$ cat src/design/bssl_pkg.sv
// bssl_pkg: request types, status codes and boot script constants for the
// boot script section loader. No dependencies.

package bssl_pkg;

    typedef struct packed {
        logic [31:0] card_word;
        logic        block_first;
        logic        read_good;
        logic        pass_end;
    } in_item_t;

    typedef struct packed {
        logic [2:0]  status;
        logic [31:0] load_addr;
        logic [31:0] payload;
        logic        final_word;
    } out_item_t;

    localparam logic [2:0] ST_SEARCH  = 3'd0;
    localparam logic [2:0] ST_HEADER  = 3'd1;
    localparam logic [2:0] ST_PAYLOAD = 3'd2;
    localparam logic [2:0] ST_DONE    = 3'd3;
    localparam logic [2:0] ST_FAIL    = 3'd4;
    localparam logic [2:0] ST_RETRY   = 3'd5;

    localparam logic       CFG_BLOCK_WORDS  = 1'b0;
    localparam logic       CFG_MAX_ATTEMPTS = 1'b1;

    localparam logic [31:0] MAGIC_WORD   = 32'h4150_4954;
    localparam logic [31:0] CMD_SET      = 32'h5853_5907;
    localparam logic [31:0] CMD_FUNCEXEC = 32'h5853_590D;
    localparam logic [31:0] CMD_SECTLOAD = 32'h5853_5901;
    localparam logic [15:0] SET_ARG_WORDS  = 16'd4;
    localparam logic [31:0] BYTES_PER_WORD = 32'd4;

    localparam logic [10:0] BLOCK_WORDS_RESET  = 11'd128;
    localparam logic [3:0]  MAX_ATTEMPTS_RESET = 4'd4;

endpackage

$ cat src/design/bssl_chan_if.sv
// bssl_chan_if: valid/ready channel carrying one request of type T.
// Used with bssl_pkg request types.

interface bssl_chan_if #(parameter type T = logic);
    logic valid;
    logic ready;
    T     data;

    modport source (output valid, output data, input ready);
    modport sink   (input valid, input data, output ready);
endinterface

$ cat src/design/bssl_in_stage.sv
// bssl_in_stage: input request register of the section loader.
// Depends on bssl_pkg.

module bssl_in_stage
    import bssl_pkg::*;
(
    input  logic     clk,
    input  logic     rst_n,
    input  logic     in_valid,
    output logic     in_ready,
    input  in_item_t in_data,
    input  logic     take,
    output logic     item_valid,
    output in_item_t item
);

    logic     valid_reg;
    logic     valid_next;
    in_item_t item_reg;

    assign in_ready   = !valid_reg || take;
    assign valid_next = in_valid ? 1'b1 : (valid_reg && !take);

    always_ff @(posedge clk or negedge rst_n)
    begin
        if (!rst_n)
        begin
            valid_reg <= 1'b0;
        end
        else
        begin
            valid_reg <= valid_next;
        end
    end

    always_ff @(posedge clk)
    begin
        if (in_valid && in_ready)
        begin
            item_reg <= in_data;
        end
    end

    assign item_valid = valid_reg;
    assign item       = item_reg;

endmodule

$ cat src/design/bssl_parser.sv
// bssl_parser: boot script parse state, configuration registers and
// result register. Depends on bssl_pkg.

module bssl_parser
    import bssl_pkg::*;
(
    input  logic      clk,
    input  logic      rst_n,
    input  logic      cfg_we,
    input  logic      cfg_idx,
    input  logic [10:0] cfg_data,
    input  logic      item_valid,
    input  in_item_t  item,
    output logic      take,
    output logic      out_valid,
    input  logic      out_ready,
    output out_item_t out_data
);

    localparam logic [3:0] PH_SEARCH = 4'd0;
    localparam logic [3:0] PH_CMD    = 4'd1;
    localparam logic [3:0] PH_SKIP   = 4'd2;
    localparam logic [3:0] PH_FXARG  = 4'd3;
    localparam logic [3:0] PH_ADDR   = 4'd4;
    localparam logic [3:0] PH_LEN    = 4'd5;
    localparam logic [3:0] PH_PAY    = 4'd6;
    localparam logic [3:0] PH_DONE   = 4'd7;
    localparam logic [3:0] PH_FAIL   = 4'd8;

    logic [10:0] block_words_reg;
    logic [3:0]  max_attempts_reg;
    logic [3:0]  phase_reg, phase_next;
    logic [3:0]  attempt_reg, attempt_next;
    logic [9:0]  pos_reg, pos_next;
    logic        past_reg, past_next;
    logic [15:0] skip_reg, skip_next;
    logic [31:0] dest_reg, dest_next;
    logic [31:0] entry_reg, entry_next;
    logic [31:0] bytes_reg, bytes_next;
    logic        out_valid_reg;
    out_item_t   out_reg, out_next;

    logic [9:0]  last_pos;
    logic [9:0]  adv_pos;
    logic        adv_past;
    logic [3:0]  att_inc;
    logic        att_fail;
    logic [15:0] skip_dec;
    logic [31:0] bytes_dec;

    assign take = item_valid && (!out_valid_reg || out_ready);

    // last index of the header block, block size clamped to 1..1024
    always_comb
    begin
        if (block_words_reg == 11'd0)
            last_pos = 10'd0;
        else if (block_words_reg[10] && block_words_reg[9:0] != 10'd0)
            last_pos = 10'h3FF;
        else
            last_pos = 10'(block_words_reg - 11'd1);
    end

    always_comb
    begin
        adv_pos  = pos_reg;
        adv_past = past_reg;
        if (!past_reg)
        begin
            if (pos_reg >= last_pos)
                adv_past = 1'b1;
            else
                adv_pos = pos_reg + 10'd1;
        end
    end

    assign att_inc   = (attempt_reg != 4'hF) ? attempt_reg + 4'd1 : attempt_reg;
    assign att_fail  = att_inc >= max_attempts_reg;
    assign skip_dec  = (skip_reg != 16'd0) ? skip_reg - 16'd1 : skip_reg;
    assign bytes_dec = (bytes_reg > BYTES_PER_WORD) ? bytes_reg - BYTES_PER_WORD : 32'd0;

    always_comb
    begin
        phase_next   = phase_reg;
        attempt_next = attempt_reg;
        pos_next     = pos_reg;
        past_next    = past_reg;
        skip_next    = skip_reg;
        dest_next    = dest_reg;
        entry_next   = entry_reg;
        bytes_next   = bytes_reg;
        out_next     = '{status: ST_HEADER, load_addr: 32'd0, payload: 32'd0,
                         final_word: 1'b0};

        if (phase_reg == PH_FAIL)
        begin
            out_next.status = ST_FAIL;
        end
        else if (phase_reg == PH_DONE)
        begin
            out_next.status    = ST_DONE;
            out_next.load_addr = entry_reg;
        end
        else if ((phase_reg == PH_SEARCH && item.pass_end)
                 || (phase_reg != PH_SEARCH && (item.pass_end || !item.read_good))
                 || (phase_reg == PH_CMD && item.card_word != CMD_SET
                     && item.card_word != CMD_FUNCEXEC
                     && item.card_word != CMD_SECTLOAD))
        begin
            attempt_next = att_inc;
            skip_next    = 16'd0;
            bytes_next   = 32'd0;
            pos_next     = 10'd0;
            past_next    = 1'b0;
            if (att_fail)
            begin
                phase_next      = PH_FAIL;
                out_next.status = ST_FAIL;
            end
            else
            begin
                phase_next      = PH_SEARCH;
                out_next.status = ST_RETRY;
            end
        end
        else
        begin
            pos_next  = adv_pos;
            past_next = adv_past;
            unique case (phase_reg)
                PH_SEARCH:
                begin
                    if (item.block_first && item.read_good && item.card_word == MAGIC_WORD)
                    begin
                        phase_next = PH_CMD;
                        past_next  = (last_pos == 10'd0);
                        pos_next   = (last_pos == 10'd0) ? 10'd0 : 10'd1;
                    end
                    else
                    begin
                        pos_next        = pos_reg;
                        past_next       = past_reg;
                        out_next.status = ST_SEARCH;
                    end
                end
                PH_CMD:
                begin
                    priority if (item.card_word == CMD_SET)
                    begin
                        skip_next  = SET_ARG_WORDS;
                        phase_next = PH_SKIP;
                    end
                    else if (item.card_word == CMD_FUNCEXEC)
                        phase_next = PH_FXARG;
                    else
                        phase_next = PH_ADDR;
                end
                PH_SKIP:
                begin
                    skip_next = skip_dec;
                    if (skip_dec == 16'd0)
                        phase_next = PH_CMD;
                end
                PH_FXARG:
                begin
                    skip_next  = item.card_word[31:16];
                    phase_next = (item.card_word[31:16] == 16'd0) ? PH_CMD : PH_SKIP;
                end
                PH_ADDR:
                begin
                    dest_next  = item.card_word;
                    entry_next = item.card_word;
                    phase_next = PH_LEN;
                end
                PH_LEN:
                begin
                    bytes_next = item.card_word;
                    phase_next = (adv_past && item.card_word == 32'd0) ? PH_DONE : PH_PAY;
                end
                PH_PAY:
                begin
                    out_next.status    = ST_PAYLOAD;
                    out_next.load_addr = dest_reg;
                    out_next.payload   = item.card_word;
                    dest_next          = dest_reg + BYTES_PER_WORD;
                    bytes_next         = bytes_dec;
                    if (adv_past && bytes_dec == 32'd0)
                    begin
                        out_next.final_word = 1'b1;
                        phase_next          = PH_DONE;
                    end
                end
                default:
                begin
                    phase_next = phase_reg;
                end
            endcase
        end
    end

    always_ff @(posedge clk or negedge rst_n)
    begin
        if (!rst_n)
        begin
            block_words_reg  <= BLOCK_WORDS_RESET;
            max_attempts_reg <= MAX_ATTEMPTS_RESET;
            phase_reg        <= PH_SEARCH;
            attempt_reg      <= 4'd0;
            pos_reg          <= 10'd0;
            past_reg         <= 1'b0;
            skip_reg         <= 16'd0;
            dest_reg         <= 32'd0;
            entry_reg        <= 32'd0;
            bytes_reg        <= 32'd0;
            out_valid_reg    <= 1'b0;
        end
        else
        begin
            if (cfg_we)
            begin
                unique case (cfg_idx)
                    CFG_BLOCK_WORDS:  block_words_reg  <= cfg_data;
                    CFG_MAX_ATTEMPTS: max_attempts_reg <= cfg_data[3:0];
                    default:          block_words_reg  <= block_words_reg;
                endcase
            end
            if (take)
            begin
                phase_reg   <= phase_next;
                attempt_reg <= attempt_next;
                pos_reg     <= pos_next;
                past_reg    <= past_next;
                skip_reg    <= skip_next;
                dest_reg    <= dest_next;
                entry_reg   <= entry_next;
                bytes_reg   <= bytes_next;
            end
            if (take)
                out_valid_reg <= 1'b1;
            else if (out_ready)
                out_valid_reg <= 1'b0;
        end
    end

    always_ff @(posedge clk)
    begin
        if (take)
        begin
            out_reg <= out_next;
        end
    end

    assign out_valid = out_valid_reg;
    assign out_data  = out_reg;

endmodule

$ cat src/design/boot_script_section_loader.sv
// boot_script_section_loader: top level, input register plus parser with
// result register. Depends on bssl_pkg, bssl_chan_if, bssl_in_stage, bssl_parser.
//
//  channel  | dir | payload                                    | accepted when
//  ---------+-----+--------------------------------------------+--------------
//  in_ch    | in  | card_word, block_first, read_good, pass_end | valid && ready
//  out_ch   | out | status, load_addr, payload, final_word      | valid && ready
//  cfg      | in  | cfg_idx, cfg_data                           | cfg_we
//
// One request per cycle sustained while out_ch is ready; a request passes the
// input register, then parse logic into the result register. Reset clears the
// parse state and loads block_words 128, max_attempts 4. A stalled result holds
// while the input register still takes one more request.

module boot_script_section_loader
    import bssl_pkg::*;
(
    input  logic        clk,
    input  logic        rst_n,
    input  logic        cfg_we,
    input  logic        cfg_idx,
    input  logic [10:0] cfg_data,
    bssl_chan_if.sink   in_ch,
    bssl_chan_if.source out_ch
);

    logic     take;
    logic     item_valid;
    in_item_t item;

    bssl_in_stage u_in
    (
        .clk        (clk),
        .rst_n      (rst_n),
        .in_valid   (in_ch.valid),
        .in_ready   (in_ch.ready),
        .in_data    (in_ch.data),
        .take       (take),
        .item_valid (item_valid),
        .item       (item)
    );

    bssl_parser u_parse
    (
        .clk        (clk),
        .rst_n      (rst_n),
        .cfg_we     (cfg_we),
        .cfg_idx    (cfg_idx),
        .cfg_data   (cfg_data),
        .item_valid (item_valid),
        .item       (item),
        .take       (take),
        .out_valid  (out_ch.valid),
        .out_ready  (out_ch.ready),
        .out_data   (out_ch.data)
    );

endmodule

$ cat src/flat_wrapper.sv
// flat-port wrapper written by rule: the top's interface ports become plain ports
module boot_script_section_loader_flat import bssl_pkg::*;
  (clk, rst_n, cfg_we, cfg_idx, cfg_data, in_ch_valid, in_ch_data, in_ch_ready, out_ch_valid, out_ch_data, out_ch_ready);
  bssl_chan_if in_ch_i ();
  bssl_chan_if out_ch_i ();
  input  logic clk;
  input  logic rst_n;
  input  logic cfg_we;
  input  logic cfg_idx;
  input  logic [10:0] cfg_data;
  input wire logic [$bits(in_ch_i.valid)-1:0] in_ch_valid;
  input wire logic [$bits(in_ch_i.data)-1:0] in_ch_data;
  output wire logic [$bits(in_ch_i.ready)-1:0] in_ch_ready;
  output wire logic [$bits(out_ch_i.valid)-1:0] out_ch_valid;
  output wire logic [$bits(out_ch_i.data)-1:0] out_ch_data;
  input wire logic [$bits(out_ch_i.ready)-1:0] out_ch_ready;
  assign in_ch_i.valid = in_ch_valid;
  assign in_ch_i.data = in_ch_data;
  assign in_ch_ready = in_ch_i.ready;
  assign out_ch_valid = out_ch_i.valid;
  assign out_ch_data = out_ch_i.data;
  assign out_ch_i.ready = out_ch_ready;
  boot_script_section_loader u_core (.clk(clk), .rst_n(rst_n), .cfg_we(cfg_we), .cfg_idx(cfg_idx), .cfg_data(cfg_data), .in_ch(in_ch_i), .out_ch(out_ch_i));
endmodule
$ cat config.mk
export PLATFORM = sky130hd
export DESIGN_NAME = boot_script_section_loader_flat
export DESIGN_NICKNAME = d
export VERILOG_FILES = /design/src/design/bssl_pkg.sv /design/src/design/bssl_chan_if.sv /design/src/design/bssl_in_stage.sv /design/src/design/bssl_parser.sv /design/src/design/boot_script_section_loader.sv /design/src/flat_wrapper.sv
export SDC_FILE = /design/constraint.sdc
export NUM_CORES = 1
export LEC_CHECK = 0
export CAP_MARGIN = 20
export CORE_MARGIN = 5
export CORE_UTILIZATION = 30
export CTS_CLUSTER_SIZE = 30
export DETAILED_ROUTE_END_ITERATION = 10
export DONT_BUFFER_PORTS = 1
export HOLD_SLACK_MARGIN = 0.08
export PLACE_DENSITY = 0.43
export SYNTH_ARGS = -nofsm -noshare
export SYNTH_HDL_FRONTEND = slang
export SYNTH_HIERARCHICAL = 1
export SYNTH_SLANG_ARGS = --single-unit
$ cat constraint.sdc
create_clock -name clk -period 4.4 [get_ports clk]
set_input_delay 0.88 -clock clk [delete_from_list [all_inputs] [get_ports clk]]
set_output_delay 0.88 -clock clk [all_outputs]
set_load 0.005 [all_outputs]
==> flow_summary.json, run 1 <==
{
  "root_buffer": "clkbuf_16",
  "antenna_found_initial": 0,
  "p_leak_nw": 3.39,
  "layout.cells.non_filler": 1194,
  "cts.sinks": 120,
  "routabilityCongestion": 0.873,
  "layout-drive-gt1-share": 0.101,
  "post-place-ws_ns": 0.188,
  "clk_path_buf_depth": 2,
  "dp_cells": 1160,
  "irDropWorstVdd_mv": 0.249,
  "fin_util": 0.344,
  "setup_viol_count_final": 0,
  "syn_avg_cell_area_um2": 9.03,
  "critPathRequiredTime_ns": 4.70,
  "fill_cells": 2616,
  "grt_pass1_wl_um": 36500,
  "hold_buffers": 0,
  "skew_ns": 0.00796,
  "vias_per_cell": 5.32,
  "postRouteAntennaNets": 0,
  "postRouteWirelength_um": 22900,
  "endpoint_kind": "flop",
  "dp_hpwl_um": 16500,
  "status": "finished, final reports clean",
  "cts-buffers-inserted": 17,
  "grt_start_max_net_pins": 85,
  "cp_top_family": "simple AND/OR/NAND/NOR gates",
  "slowest_stage": "or4b_1",
  "grt_usage": 0.164,
  "power_w": 0.00536,
  "core_mm2": 0.0250,
  "grt_pass1_vias": 6149,
  "min_period_ns": 4.11,
  "maxCapViolCount": 0,
  "vias": 6349,
  "yosys_warnings": 6,
  "fp-row-count": 58,
  "critPathBufInv": 2,
  "crit_fanout": 5,
  "crit_chain": "inv_1 > ha_1 > or4b_1 > or3_1 > maj3_1 > ha_1 > nor2_1 > a21oi_1 > o41ai_1 > a32o_2 > buf_12 > nor4b_1 > nand4b_1 > a21oi_2 > mux2_1",
  "diodes": 0,
  "synthCells": 833,
  "netlist_area_mm2": 0.00752,
  "tightest_slew_ns": 0.932,
  "dieHeight_um": 168,
  "wl_per_cell_um": 19.2,
  "htreeDepth": 4,
  "nets": 890,
  "slowest_delay_ns": 0.46,
  "route.detailed.drc": 0,
  "ios": 21,
  "drtIter0Drc": 492,
  "cts_tree": "yes",
  "clock.fmax_ghz": 0.243,
  "min_period_over_period": 0.934,
  "largest_reg_flops": 35,
  "grt_overflow": 0,
  "relSlewSlack": 0.379,
  "rsz0062_at_grt": "false",
  "clk_pin_slew_ns": 0.06,
  "area_growth_pct": 14.3,
  "finalHoldViolCount": 0,
  "p_per_area_mw_per_mm2": 624,
  "drt_pass1_iterations": 5,
  "cp_common_cell": "ha_1",
  "min_path_type": "input port to asynchronous set/reset pin",
  "timing.final.ws_setup_ns": 0.292,
  "critPathArrivalTime_ns": 4.40,
  "fp.dieArea_mm2": 0.0283,
  "worstSkewPairLatency_ns": 0.42,
  "tns_ns": 0,
  "critPathKind": "flop to flop",
  "io_buffers": 0,
  "initial_core_util": 0.301,
  "fp.dieW_um": 168,
  "slew_violations": 0,
  "startpoint_type": "flop"
}
[worst paths after layout]
path	start	endpoint	slack [ns]	cells after the start
max	u_core/u_parse/block_words_reg[0]	u_core/u_parse/phase_reg[2]	0.29	15
min	rst_n	u_core/u_parse/max_attempts_reg[1]	0.16	0
max reg2reg	u_core/u_parse/block_words_reg[0]	u_core/u_parse/phase_reg[2]	0.29	15
min reg2reg	u_core/u_parse/bytes_reg[1]	u_core/u_parse/bytes_reg[1]	0.50	1
max in group asynchronous	rst_n	u_core/u_parse/block_words_reg[7]	4.04	0
min in group clk	u_core/u_parse/bytes_reg[1]	u_core/u_parse/bytes_reg[1]	0.50	1
[area by class of cell]
| cell class | instances | area (um2) | share of cell area |
|---|---|---|---|
| clock buffer | 19 | 433 | 0.0504 |
| clock inverter | 13 | 155 | 0.0180 |
| inverter | 29 | 109 | 0.0127 |
| multi-input combinational | 665 | 4150 | 0.483 |
| sequential | 120 | 3190 | 0.371 |
| tap | 330 | 413 | 0.0480 |
| timing repair buffer | 18 | 148 | 0.0172 |
[power by group]
group          leakage [nW]  switching [W]  internal (W)
combinational          1.67        0.00137      0.000811
sequential             1.44       0.000364       0.00139
clock                 0.285       0.000541      0.000887
[stage by stage]
step	hold WS [ns]	instance area, um2
after CTS	0.138	8560
after floorplan	0.466	7640
after global placement	0.480	7970
final	0.159	8600
after global routing	0.133	8600
after detailed placement	0.487	7970
[layout by cell type (no fill, tap or decap), drive strengths merged, types with 17 or more instances in the layout]
cell and count:
inv 30, or4 17, ha 21, clkbuf 19
nand4 18, nor4 30, o31ai 17, edfxtp 36
buf 18, nor2 86, o21ai 79, conb 34
dfrtp 82, mux2 18, nand3 17, nand2 66
nor3 27, a21oi 38
[layer usage]
layer	up-vias	GRT usage	routed length, um
met1	3030	0.230	10800
met4	0	0.0603	640
met2	146	0.245	10300
li1	3141	-	-
met3	32	0.0390	1130
met5	-	0	0
[repair_timing]
action / CTS / global route
setup buffers: 0 / 1
endpoints found under the setup margin: 0 / 6
resized for setup: 0 / 2
Power figures use the tool's default switching activity.
==> inputs of run 2 (changes only) <==
- CELL_PAD_IN_SITES_DETAIL_PLACEMENT: unset -> 2
- CELL_PAD_IN_SITES_GLOBAL_PLACEMENT: unset -> 2
- PLACE_DENSITY: 0.43 -> 0.59
- RECOVER_POWER: unset -> 50
==> run 2 against run 1 <==
  * Clock skew increased by 0.0036 ns
  * Non-clock buffer count increased by 4
  * Critical endpoint is now u_core/u_parse/pos_reg[8]
  * Largest power group unchanged
  * Worst hold slack got worse by 0.0095 ns
  * Cell area decreased by 0.23%
  * Via count increased by 6.0%
  * Sequential power increased by 2%
  * Cell count increased by 0.34%
  * First-iteration DRC count decreased by 30%
  * Total power increased by 2.0%
==> flow_summary.json, run 2 (same netlist as run 1, synthesis figures left out) <==
{
  "status": "finished, final reports clean",
  "p_per_area_mw_per_mm2": 638,
  "dp_cells": 1164,
  "critPathRequiredTime_ns": 4.76,
  "grt_pass1_wl_um": 43600,
  "slew_violations": 0,
  "grt_pass1_vias": 7355,
  "final_cell_mix": "nor2_1, dfrtp_1, nand2_1",
  "cts.sinks": 120,
  "fp-row-count": 58,
  "grt_overflow": 0,
  "min_period_ns": 4.15,
  "startpoint_type": "flop",
  "endpoint_kind": "flop",
  "power.switching_w": 0.00248,
  "wl_per_cell_um": 22.9,
  "switching_share": 0.453,
  "crit_chain": "inv_2 > ha_2 > or4b_1 > or3_4 > maj3_1 > inv_1 > ha_1 > o211ai_1 > a21oi_1 > o41ai_1 > a32o_2 > a211o_2 > nand4_1 > or4_1 > nand2_1",
  "whs_ns": 0.150,
  "vias_per_cell": 5.62,
  "vias": 6730,
  "maxCapViolCount": 0,
  "r2r-start": "u_core/u_parse/block_words_reg[0]",
  "slowest_delay_ns": 0.50,
  "area_growth_pct": 14.1,
  "clk_path_buf_depth": 2,
  "clock.fmax_ghz": 0.241,
  "initial_core_util": 0.301,
  "combPwrFrac": 0.426,
  "min_path_type": "input port to asynchronous set/reset pin",
  "rsz0062_at_grt": "false",
  "root_buffer": "clkbuf_16",
  "cts_tree": "yes",
  "grt_usage": 0.196,
  "dp_hpwl_um": 20200,
  "internal-power_w": 0.00299,
  "antenna_found_initial": 1,
  "finalHoldViolCount": 0,
  "route.detailed.drc": 0,
  "worstSkewPairLatency_ns": 0.43,
  "routabilityCongestion": 0.792,
  "drt_pass1_iterations": 4,
  "fp.dieArea_mm2": 0.0283,
  "largest_reg_flops": 35,
  "core_mm2": 0.0250,
  "postRouteAntennaNets": 0,
  "fp.dieW_um": 168,
  "layout-drive-gt1-share": 0.106,
  "htreeDepth": 4,
  "drtIter0Drc": 344,
  "tightest_slew_ns": 0.975,
  "tns_ns": 0,
  "relSlewSlack": 0.350,
  "critPathKind": "flop to flop",
  "crit_fanout": 7,
  "dieHeight_um": 168,
  "rr_worst_depth": 15,
  "critPathArrivalTime_ns": 4.51,
  "postRouteWirelength_um": 27400,
  "cts-buffers-inserted": 17,
  "nets": 894,
  "ios": 21,
  "grt_start_max_net_pins": 85,
  "crit_start": "u_core/u_parse/block_words_reg[0]",
  "clk_pin_slew_ns": 0.06,
  "min_period_over_period": 0.942,
  "irDropWorstVdd_mv": 0.192,
  "io_buffers": 0,
  "diodes": 0,
  "p_leak_nw": 3.36,
  "fill_cells": 2825,
  "clkPwrFrac": 0.247,
  "slowest_stage": "or4_1",
  "skew_ns": 0.0116,
  "layout.cells.non_filler": 1198,
  "hold_buffers": 0,
  "setup_viol_count_final": 0,
  "pwr-share-seq": 0.326,
  "layout_commonest_cell": "nor2_1"
}
## run 2: worst paths after layout
check | to | slack [ns]
max | u_core/u_parse/pos_reg[8] | 0.25
min | u_core/u_parse/bytes_reg[7] | 0.15
max reg2reg | u_core/u_parse/pos_reg[8] | 0.25
min reg2reg | u_core/u_parse/bytes_reg[1] | 0.51
max in group asynchronous | u_core/u_parse/max_attempts_reg[2] | 4.03
min in group clk | u_core/u_parse/bytes_reg[1] | 0.51
## run 2: stage by stage
step                      instance area [um2]  power, W   util  setup slack (ns)
final                                    8580   0.00547  0.344             0.254
after global routing                     8580   0.00584  0.344            0.0110
after CTS                                8560   0.00552  0.343            0.0709
after detailed placement                 8000   0.00411  0.321            0.0188
after global placement                   8000   0.00400  0.321             0.213
after floorplan                          7640   0.00327      -             0.392
## run 2: worst max-delay path, delay by kind of cell (launching register included)
kind                       cells  cell delay [ns]
and+or+nand+nor                5             1.55
AOI/OAI and AO/OA              5             1.14
adders and majority gates      3             0.81
DFF                            1             0.41
buffers and inverters          2             0.17
## run 2: metal layers
metal	share of wire	vias up	global-route usage	wire (um)
met3	0.034	29	0.0366	930
met2	0.49	101	0.333	13500
met1	0.46	3449	0.257	12600
met4	0.015	2	0.0501	403
met5	0.00047	-	0	13
li1	-	3149	-	-
## run 2: final cells by class
class,instances,area [um2],area share
Timing Repair Buffer,22,161,0.0188
Sequential cell,120,3190,0.371
Clock inverter,14,126,0.0147
Tap cell,330,413,0.0481
Multi-Input combinational cell,665,4150,0.484
Inverter,29,109,0.0127
Clock buffer,18,429,0.0500
## run 2: power groups by stage
stage | sequential (W) | combinational, W | clock [W]
2_1_floorplan | 0.00160 | 0.00167 | 0
3_3_place_gp | 0.00177 | 0.00222 | 0
3_5_place_dp | 0.00180 | 0.00231 | 0
4_1_cts | 0.00178 | 0.00234 | 0.00140
5_1_grt | 0.00183 | 0.00256 | 0.00146
6_report | 0.00179 | 0.00233 | 0.00135
## run 2: repair_timing
action / in CTS / in global routing
gates resized for setup: 1 / 5
setup endpoints to repair: 2 / 6
pin swaps: 0 / 1
setup buffers: 0 / 1
==> inputs of run 3 (changes only) <==
- CTS_BUF_LIST: unset -> sky130_fd_sc_hd__clkbuf_8
- PLACE_DENSITY: 0.59 -> unset
- PLACE_DENSITY_LB_ADDON: unset -> 0.1
==> run 3 against run 2 <==
  * Worst hold slack worse by 0.026 ns
  * Maximum frequency fell by 0.69%
  * Die area is the same
  * Global-route usage shrank 0.086 points
  * Sequential power about the same
  * Total power decreased by 6.7%
  * Register-to-register slack got worse by 0.03 ns
  * Largest power group unchanged
==> flow_summary.json, run 3 (same netlist as run 1, synthesis figures left out) <==
{
  "p_per_area_mw_per_mm2": 608,
  "grt_usage": 0.195,
  "relSlewSlack": 0.363,
  "fp.dieArea_mm2": 0.0283,
  "min_period_over_period": 0.949,
  "fp.dieW_um": 168,
  "dp_hpwl_um": 20100,
  "route.detailed.drc": 0,
  "post-cts-setup-buffers": 0,
  "root_buffer": "clkbuf_8",
  "core_mm2": 0.0250,
  "htreeDepth": 4,
  "irDropWorstVdd_mv": 0.153,
  "min_path_type": "input port to asynchronous set/reset pin",
  "clock.fmax_ghz": 0.240,
  "skew_ns": 0.0108,
  "layout_commonest_cell": "nor2_1",
  "clk_pin_slew_ns": 0.08,
  "min_period_ns": 4.18,
  "tightest_slew_ns": 0.956,
  "vias": 6659,
  "r2r_setup_slack_ns": 0.22,
  "cts-buffers-inserted": 17,
  "final_cell_mix": "nor2_1, dfrtp_1, nand2_1",
  "largest_reg_flops": 35,
  "vias_per_cell": 5.57,
  "finalHoldViolCount": 0,
  "setup_viol_count_final": 0,
  "initial_core_util": 0.301,
  "rr_worst_depth": 15,
  "seq_area_mm2": 0.00319,
  "r2r-start": "u_core/u_parse/block_words_reg[0]",
  "layout-drive-gt1-share": 0.103,
  "routabilityCongestion": 0.872,
  "wl_per_cell_um": 22.7,
  "dieHeight_um": 168,
  "fin_util": 0.336,
  "grt_pass1_wl_um": 43400,
  "grt_start_max_net_pins": 85,
  "hold_buffers": 0,
  "critPathArrivalTime_ns": 4.49,
  "critPathRequiredTime_ns": 4.71,
  "clk_path_buf_depth": 2,
  "multiInputGateArea_mm2": 0.00417,
  "critPathKind": "flop to flop",
  "crit_chain": "inv_1 > ha_2 > or4b_1 > or3_4 > maj3_1 > ha_1 > nor2_1 > a21oi_1 > o41ai_1 > a32o_2 > buf_4 > nor4b_2 > nand4b_1 > a21oi_2 > mux2_1",
  "grt_overflow": 0,
  "drt_pass1_iterations": 4,
  "ios": 21,
  "p_leak_nw": 3.30,
  "endpoint_kind": "flop",
  "postRouteAntennaNets": 0,
  "slowest_delay_ns": 0.47,
  "rsz0062_at_grt": "false",
  "status": "finished, final reports clean",
  "cts.sinks": 120,
  "slew_violations": 0,
  "area_growth_pct": 11.7,
  "postRouteWirelength_um": 27100,
  "crit_fanout": 5,
  "antenna_found_initial": 0,
  "grt_pass1_vias": 7424,
  "maxCapViolCount": 0,
  "reg2reg_to": "u_core/u_parse/phase_reg[1]",
  "drtIter0Drc": 315,
  "tns_ns": 0,
  "fill_cells": 2820,
  "io_buffers": 0,
  "cts_tree": "yes",
  "worstSkewPairLatency_ns": 0.44,
  "diodes": 0,
  "nets": 891,
  "startpoint_type": "flop",
  "slowest_stage": "or4b_1",
  "fp-row-count": 58
}
[run 3: cell types whose count changed in the layout (fill, tap and decap cells not counted), sizes merged]
cell / before / now
clkbuf: 19 / 20
bufinv: 1 / 2
clkinv: 5 / 6
clkinvlp: 5 / 1
buf: 21 / 18
inv: 32 / 33
[run 3: report_power, final]
| part | internal, W | leakage [nW] | switching (W) |
|---|---|---|---|
| Clock | 0.000521 | 0.210 | 0.000477 |
| Sequential | 0.00139 | 1.44 | 0.000386 |
| Combinational | 0.000816 | 1.66 | 0.00152 |
| Total | 0.00272 | 3.30 | 0.00238 |
[run 3: how the worst max path moves through the flow]
stage / from / end
after floorplan: u_core/u_parse/block_words_reg[0] / u_core/u_parse/pos_reg[8]
after global placement: u_core/u_parse/block_words_reg[0] / u_core/u_parse/pos_reg[8]
after detailed placement: u_core/u_parse/block_words_reg[0] / u_core/u_parse/phase_reg[1]
after CTS: u_core/u_parse/block_words_reg[0] / u_core/u_parse/phase_reg[1]
after global routing: u_core/u_parse/block_words_reg[0] / u_core/u_parse/phase_reg[1]
final: u_core/u_parse/block_words_reg[0] / u_core/u_parse/phase_reg[1]
[run 3: timing repair]
| action | in CTS | in global routing |
|---|---|---|
| gates resized for setup | 0 | 7 |
| endpoints found under the setup margin | 0 | 6 |
| endpoints found under the hold margin | 0 | 0 |
[run 3: metal layers]
layer / vias up / routed length, um / share of wire / track usage
li1: 3137 / - / - / -
met3: 20 / 594 / 0.022 / 0.0293
met5: - / 0 / 0 / 0
met2: 68 / 13400 / 0.49 / 0.340
met4: 0 / 395 / 0.015 / 0.0487
met1: 3434 / 12700 / 0.47 / 0.253
[run 3: worst max-delay path: cells and delay by family (launching register included)]
kind	cells	cell delay [ns]
and+or+nand+nor	5	1.31
muxes	1	0.36
DFF	1	0.39
adders and majority gates	3	0.89
AOI/OAI and AO/OA	4	0.81
buffers and inverters	2	0.28
[run 3: final cells by class]
cell class | instances | share of cell area
clock buffer | 19 | 0.0311
clock inverter | 13 | 0.0139
inverter | 29 | 0.0130
multi-input combinational | 665 | 0.497
sequential | 120 | 0.379
tap | 330 | 0.0492
timing repair buffer | 19 | 0.0165
[run 3: per-stage QoR]
step	worst slack, ns	hold WS, ns	instances	area (um2)	power, W
after detailed placement	0.123	0.490	1162	7990	0.00410
after CTS	0.104	0.0892	1194	8360	0.00514
after floorplan	0.392	0.466	866	7640	0.00327
after global placement	0.362	0.477	1162	7990	0.00398
final	0.225	0.124	1195	8400	0.00511
after global routing	0.000275	0.0800	1195	8400	0.00548
